## src/hw/rtl/rgbconv_pkg.sv

```systemverilog
// ----------------------------------------------------------------------------
// rgbconv_pkg
// Shared types and constants for the RGBA 3x3 clamped convolution core.
// ----------------------------------------------------------------------------
package rgbconv_pkg;

  localparam int MAX_WIDTH  = 2048;
  localparam int MAX_HEIGHT = 4096;
  localparam int COL_W      = $clog2(MAX_WIDTH);
  localparam int ROW_W      = $clog2(MAX_HEIGHT);
  localparam int WID_W      = COL_W + 1;
  localparam int HGT_W      = ROW_W + 1;
  localparam int COEF_W     = 48;
  localparam int CSUM_W     = 36;
  localparam int ASUM_W     = 28;
  localparam int ADDR_W     = 6;

  localparam logic [2:0] REG_COEF_TOP = 3'd0;
  localparam logic [2:0] REG_COEF_MID = 3'd1;
  localparam logic [2:0] REG_COEF_BOT = 3'd2;
  localparam logic [2:0] REG_ALPHA    = 3'd3;
  localparam logic [2:0] REG_BYPASS   = 3'd4;
  localparam logic [2:0] REG_WIDTH    = 3'd5;
  localparam logic [2:0] REG_HEIGHT   = 3'd6;

  typedef struct packed {
    logic [COEF_W-1:0] coef_top;
    logic [COEF_W-1:0] coef_mid;
    logic [COEF_W-1:0] coef_bot;
    logic              alpha_mode;
    logic              bypass;
    logic [WID_W-1:0]  width;
    logic [HGT_W-1:0]  height;
    logic              restart;
  } cfg_t;

  typedef struct packed {
    logic       accept;
    logic       shift;
    logic       pick;
    logic       run;
    logic [1:0] emit_k;
    logic       emit_last;
    logic       load;
  } cmd_t;

  typedef struct packed {
    logic [3:0] flags;
    logic       acc_done;
    logic       bypass;
  } status_t;

endpackage

```

## src/hw/rtl/rgbconv_ctrl.sv

```systemverilog
// ----------------------------------------------------------------------------
// rgbconv_ctrl
// Sequencer: takes an item, fetches the line stores, then walks the pending
// results through the kernel datapath (skipped in bypass) and the output register.
// ----------------------------------------------------------------------------
module rgbconv_ctrl (
  input  logic                 clk,
  input  logic                 rst,
  input  logic                 in_valid,
  output logic                 in_stall,
  output logic                 out_valid,
  input  logic                 out_stall,
  input  rgbconv_pkg::status_t status,
  output rgbconv_pkg::cmd_t    cmd
);

  typedef enum logic [5:0] {
    S_IDLE  = 6'b000001,
    S_FETCH = 6'b000010,
    S_PICK  = 6'b000100,
    S_MAC   = 6'b001000,
    S_LOAD  = 6'b010000,
    S_OUT   = 6'b100000
  } state_t;

  state_t     state, state_next;
  logic [3:0] pending, pending_next;
  logic [1:0] k;
  logic [3:0] rem;

  always_comb begin
    if (pending[0]) begin
      k = 2'd0;
    end else if (pending[1]) begin
      k = 2'd1;
    end else if (pending[2]) begin
      k = 2'd2;
    end else begin
      k = 2'd3;
    end
    rem = pending & ~(4'b0001 << k);
  end

  assign in_stall  = (state != S_IDLE);
  assign out_valid = (state == S_OUT);

  always_comb begin
    state_next    = state;
    pending_next  = pending;
    cmd           = '0;
    cmd.emit_k    = k;
    cmd.emit_last = (rem == 4'd0);
    cmd.run       = !status.bypass;
    case (state)
      S_IDLE: begin
        if (in_valid) begin
          cmd.accept = 1'b1;
          state_next = S_FETCH;
        end
      end
      S_FETCH: begin
        cmd.shift    = 1'b1;
        pending_next = status.flags;
        state_next   = S_PICK;
      end
      S_PICK: begin
        if (pending == 4'd0) begin
          state_next = S_IDLE;
        end else begin
          cmd.pick     = 1'b1;
          pending_next = rem;
          state_next   = status.bypass ? S_LOAD : S_MAC;
        end
      end
      S_MAC: begin
        if (status.acc_done) begin
          state_next = S_LOAD;
        end
      end
      S_LOAD: begin
        cmd.load   = 1'b1;
        state_next = S_OUT;
      end
      S_OUT: begin
        if (!out_stall) begin
          state_next = S_PICK;
        end
      end
      default: begin
        state_next = S_IDLE;
      end
    endcase
  end

  always_ff @(posedge clk) begin
    if (rst) begin
      state   <= S_IDLE;
      pending <= 4'd0;
    end else begin
      state   <= state_next;
      pending <= pending_next;
    end
  end

endmodule

```

## config.mk

```make
export PLATFORM = sky130hd
export DESIGN_NAME = rgbconv_ctrl
export DESIGN_NICKNAME = d
export VERILOG_FILES = /design/src/hw/rtl/rgbconv_pkg.sv /design/src/hw/rtl/rgbconv_ctrl.sv
export SDC_FILE = /design/constraint.sdc
export NUM_CORES = 1
export LEC_CHECK = 0
export BUFFER_PORTS_ARGS = -buffer_cell sky130_fd_sc_hd__buf_2
export CAP_MARGIN = 20
export CORE_MARGIN = 5
export CORE_UTILIZATION = 47
export DETAILED_ROUTE_END_ITERATION = 10
export GPL_TIMING_DRIVEN = 0
export HOLD_SLACK_MARGIN = 0.12
export PLACE_DENSITY = 0.75
export SYNTH_ARGS = -nofsm -noshare
export SYNTH_HDL_FRONTEND = slang
export SYNTH_SLANG_ARGS = --single-unit
```

## constraint.sdc

```tcl
create_clock -name clk -period 2.1 [get_ports clk]
set_clock_uncertainty 0.1 [all_clocks]
set_input_delay 0.105 -clock clk [delete_from_list [all_inputs] [get_ports clk]]
set_output_delay 0.105 -clock clk [all_outputs]
set_load 0.02 [all_outputs]
```

Yosys cells after proc, flatten, opt, wreduce, memory -nomap -nowiden
Cells that the tools add are included.

storage, ports and cells
  flip-flop bits (word level) = 10
  bits in latches = 0
  memory bits (writable) = 0
  memory bits (read-only) = 0
  input port bits = 10
  output and inout bits = 10
  memories = 0

cells by class
  $add $sub $neg = 0
  multiply operators = 0
  div/mod/pow operators = 0
  magnitude comparators = 0
  eq/ne operators = 11
  shifts and indexed selects = 1
  mux-type cells = 17
  bitwise gates (word level) = 2
  reduce and logical (&&, ||, !) cells = 6

operators by type and width
  operator                                                                 number
  6-bit case mux with 6 select lines                                       1
  6-bit two-way mux                                                        3
  5-bit two-way mux                                                        2
  4-bit logical NOT                                                        2
  2-bit inequality test, second input constant                             4
  4-bit case mux with 2 select lines                                       1
  1-bit two-way mux                                                        7
  6-bit by 1-bit equality test with 1-bit output, second input constant    1
  6-bit by 2-bit equality test with 1-bit output, second input constant    1
  6-bit by 3-bit equality test with 1-bit output, second input constant    1
  6-bit by 4-bit equality test with 1-bit output, second input constant    1
  6-bit by 5-bit equality test with 1-bit output, second input constant    1
  6-bit equality test, second input constant                               1
  6-bit by 1-bit inequality test with 1-bit output, second input constant  1
  4-bit bitwise AND                                                        1
  2-bit two-way mux                                                        2
  4-bit two-way mux                                                        1
  4-bit inverter                                                           1
  1-bit by 2-bit left shift with 4-bit output, first input constant        1
  3-bit AND reduction                                                      1
  2-bit AND reduction                                                      1
  2-bit nonzero test                                                       1
  1-bit logical NOT                                                        1

Longest topological paths before layout
  word-level depth = 8
  mapped depth = 5

Worst setup path before layout
Ideal clock, no wire load.

  path kind = reg2reg
  start point = reg state[1]
  end point = reg state[5]
  setup time = 0.066 ns
  arrival time = 1.721 ns
  slack = 0.213 ns
  cell stages (with the launch flop) = 6
  path buffers = 1
  period minus slack after synthesis = 1.887 ns
  path through = dfxtp_1 -> buf_6 -> or4_4 -> nor3b_1 -> a21oi_1 -> nor2_1

on the way
  word-level cells in the longest chain between the ends = 3
  elaborated cells between the ends (all ways) = 11
  classes of those cells = eq/ne (9); mux (1); reduce/logical (1)

RTL lines
  what                                                                    line                 source
  from (decl)                                                             rgbconv_ctrl.sv:26   state_t state, state_next;
  from (signal assigned)                                                  rgbconv_ctrl.sv:100  state <= state_next;
  6-bit by 4-bit equality test with 1-bit output (tied with other cells)  rgbconv_ctrl.sv:54   case (state)
  2-bit inequality test (no line)                                         n/a
  3-bit AND reduction (no line)                                           n/a

Several ways; a longest one is shown, not always the timed one.
A chain may end at the register's enable or synchronous reset.

==> metrics.md <==
| Metric | Value |
|---|---|
| Status | `complete, no violations` |
| Inserted Clock Buffers | `3` |
| Most common cell after layout, fill and taps aside | `buf_2` |
| CTS tree | `built` |
| Grt ovf | `0` |
| Fin crit period | `1.99 ns` |
| Drt via density | `5.41` |
| Number of synthesized register bits | `10` |
| Area of the multi-input gates | `380 um2` |
| Drt pass-1 iters | `4` |
| Storage element area | `200 um2` |
| Placed cell areas | `723 um2` |
| Die Ht | `46.0 um` |
| Max_cap viols | `0` |
| WP data required | `1.89 ns` |
| Die Span X | `46.0 um` |
| Clock Sinks | `10` |
| Distinct cells, synth | `35` |
| Routed via count | `638` |
| Worst Hold Class | `flip-flop to flip-flop` |
| Mapped Nets | `81` |
| Cell Rows | `13` |
| Critical Path Fanout Max | `10` |
| Initial Utilization | `48.0%` |
| Top cell type's share of synthesized area | `32.9%` |
| CP Launch Point | `state[1]$_SDFFE_PP0P_` |
| I/O pin cnt | `20` |
| Global-route wire length before repair | `2480 um` |
| Post-route setup TNS | `0 ns` |
| Slew Viols, Final | `0` |
| Worst-Skew Late Latency | `0.27 ns` |
| Setup crit end | `cmd[5]` |
| Area leader, netlist | `dfxtp_1` |
| F_max | `0.503 GHz` |
| FF-to-FF End | `pending[2]$_SDFFE_PP0P_` |
| Final setup violation count | `0` |
| R2R depth | `5` |
| Post-Place Worst Slack | `0.298 ns` |
| Ant diodes | `0` |
| Routed WL per cell | `13.0 um` |
| DRC | `0` |
| Routed WL | `1530 um` |
| Drt first-iter violations | `8` |
| Synth area leaders | `dfxtp_1 33%, a21oi_1 5.7%, o21ai_0 4.9%, nor2_1 3.7%, nor3b_1 3.7%` |
| R2R Setup Slk | `0.28 ns` |
| DIE AREA | `0.00212 mm2` |
| Largest net degree at the start of global routing | `11` |
| Overall Power | `0.490 mW` |
| Finished Core Util | `67.5%` |
| Number of synthesized flops with an enable pin | `0` |
| Fillers | `111` |
| Total setup buffers inserted after CTS | `0` |
| Area Growth Syn to Fin | `40.5%` |
| H-tree levels | `1` |
| Post-synth ARST share | `0%` |
| Seq/Total Area, Yosys | `32.9%` |
| PwrDens | `573 mW/mm2` |
| Longest Clk Path Bufs | `2` |
| Setup CP Type | `flip-flop to output port` |
| Gate count of the mapped netlist | `71` |
| Setup crit start kind | `flip-flop` |
| Layout cells sized above 1 | `34.0%` |
| Max_slew headroom | `61.9%` |
| CORE AREA | `0.00127 mm2` |
| Number of I/O port buffers | `19` |
| Detailed placement HPWL | `1040 um` |
| Initial antenna violation count | `0` |
| Most used DFF post-synth | `dfxtp_1` |
| Setup crit end kind | `output port` |
| Peak VDD IR | `0.389 mV` |
| NumNets Final | `114` |
| Part of the cycle the worst path needs | `94.7%` |
| Antenna-violating nets left | `0` |
| Final instance area | `856 um2` |
| Placer Congestion | `0.777` |
| Worst Path Arrival | `1.78 ns` |
| LEAKAGE | `0.365 nW` |
| CTS Root Cell | `clkbuf_4` |
| Slew at the pin closest to its max-slew limit | `0.567 ns` |
| Vias in the first global route | `587` |
| Fin worst setup slack | `0.112 ns` |
| Syn_area_per_cell | `8.58 um2` |
| Final count of hold timing violations | `0` |
| Most frequent cells in the layout | `20 x buf_2, 10 x dfxtp_1, 9 x dlygate4sd3_1` |
| Reg clk slew, reported paths | `0.07 ns` |
| Critical R2R Launch | `state[1]$_SDFFE_PP0P_` |
| Synthesized area | `609 um2` |
| Synth warn | `0` |
| Total GRT Usage | `17.1%` |
[stage by stage]
step	hold WS (ns)	std cells
4_1_cts	0.415	118
2_1_floorplan	0.0741	71
3_5_place_dp	0.253	105
5_1_grt	0.448	118
6_report	0.425	118
3_3_place_gp	0.245	105
[cell families after synthesis]
kind of cell	count (synthesis)	synth area share [%]
flip-flops	10	32.9
adder cells (fa/ha/maj)	2	3.49
buffers and inverters	7	5.75
XOR/XNOR	1	1.44
multiplexers	1	1.85
AO/OA/AOI/OAI	20	19.9
AND/OR/NAND/NOR	30	34.7
[cell usage after synthesis (2+ instances only)]
cell,number
nor4b_1,2
and3_1,2
a21oi_1,7
nor3b_1,3
nand2_1,3
dfxtp_1,10
o21ai_0,6
inv_1,5
nor2_1,6
nor4_1,2
[registers in the layout, summed over array words and instances, names as in the netlist]
| signal | cells |
|---|---|
| pending | 4 |
| state | 6 |
[critical path: stages (launching register included)]
cell	delay [ns]
dfxtp_1	0.31
buf_6	0.13
or4b_4	0.55
nor4_4	0.29
buf_2	0.22
[power by group]
group          internal [mW]  switching [mW]
clock                  0.105          0.0727
combinational         0.0509          0.0542
sequential             0.197          0.0102
[how the worst min path moves through the flow]
stage,startpoint,to,slack (ns),depth (start not counted)
global placement,status[4],pending[2]$_SDFFE_PP0P_,0.24,3
finish,pending[3]$_SDFFE_PP0P_,pending[3]$_SDFFE_PP0P_,0.42,2
CTS,pending[3]$_SDFFE_PP0P_,pending[3]$_SDFFE_PP0P_,0.42,2
global route,pending[3]$_SDFFE_PP0P_,pending[3]$_SDFFE_PP0P_,0.45,2
floorplan,rst,pending[1]$_SDFFE_PP0P_,0.07,1
detailed placement,status[3],pending[1]$_SDFFE_PP0P_,0.25,3
[routing by layer]
metal  global-route usage, %  vias up  wire length, um
met3                    1.19        4               43
li1                        -      326                -
met4                    15.3        0               62
met5                       0        -                0
met1                    21.4      289              680
met2                    25.8       19              744
[final cells by class]
type	instances	share of cell area [%]
inverter	5	2.19
buffer	2	1.90
timing repair buffer	28	21.6
multi-input combinational	54	44.4
tap	15	2.19
sequential	10	23.4
clock buffer	4	4.24
[timing repair]
item / in CTS / in global routing
hold buffers: 9 / 0
gates resized for setup: 0 / 1
setup endpoints to repair: 0 / 3
hold endpoints to repair: 10 / 0
Power figures use the tool's default switching activity.
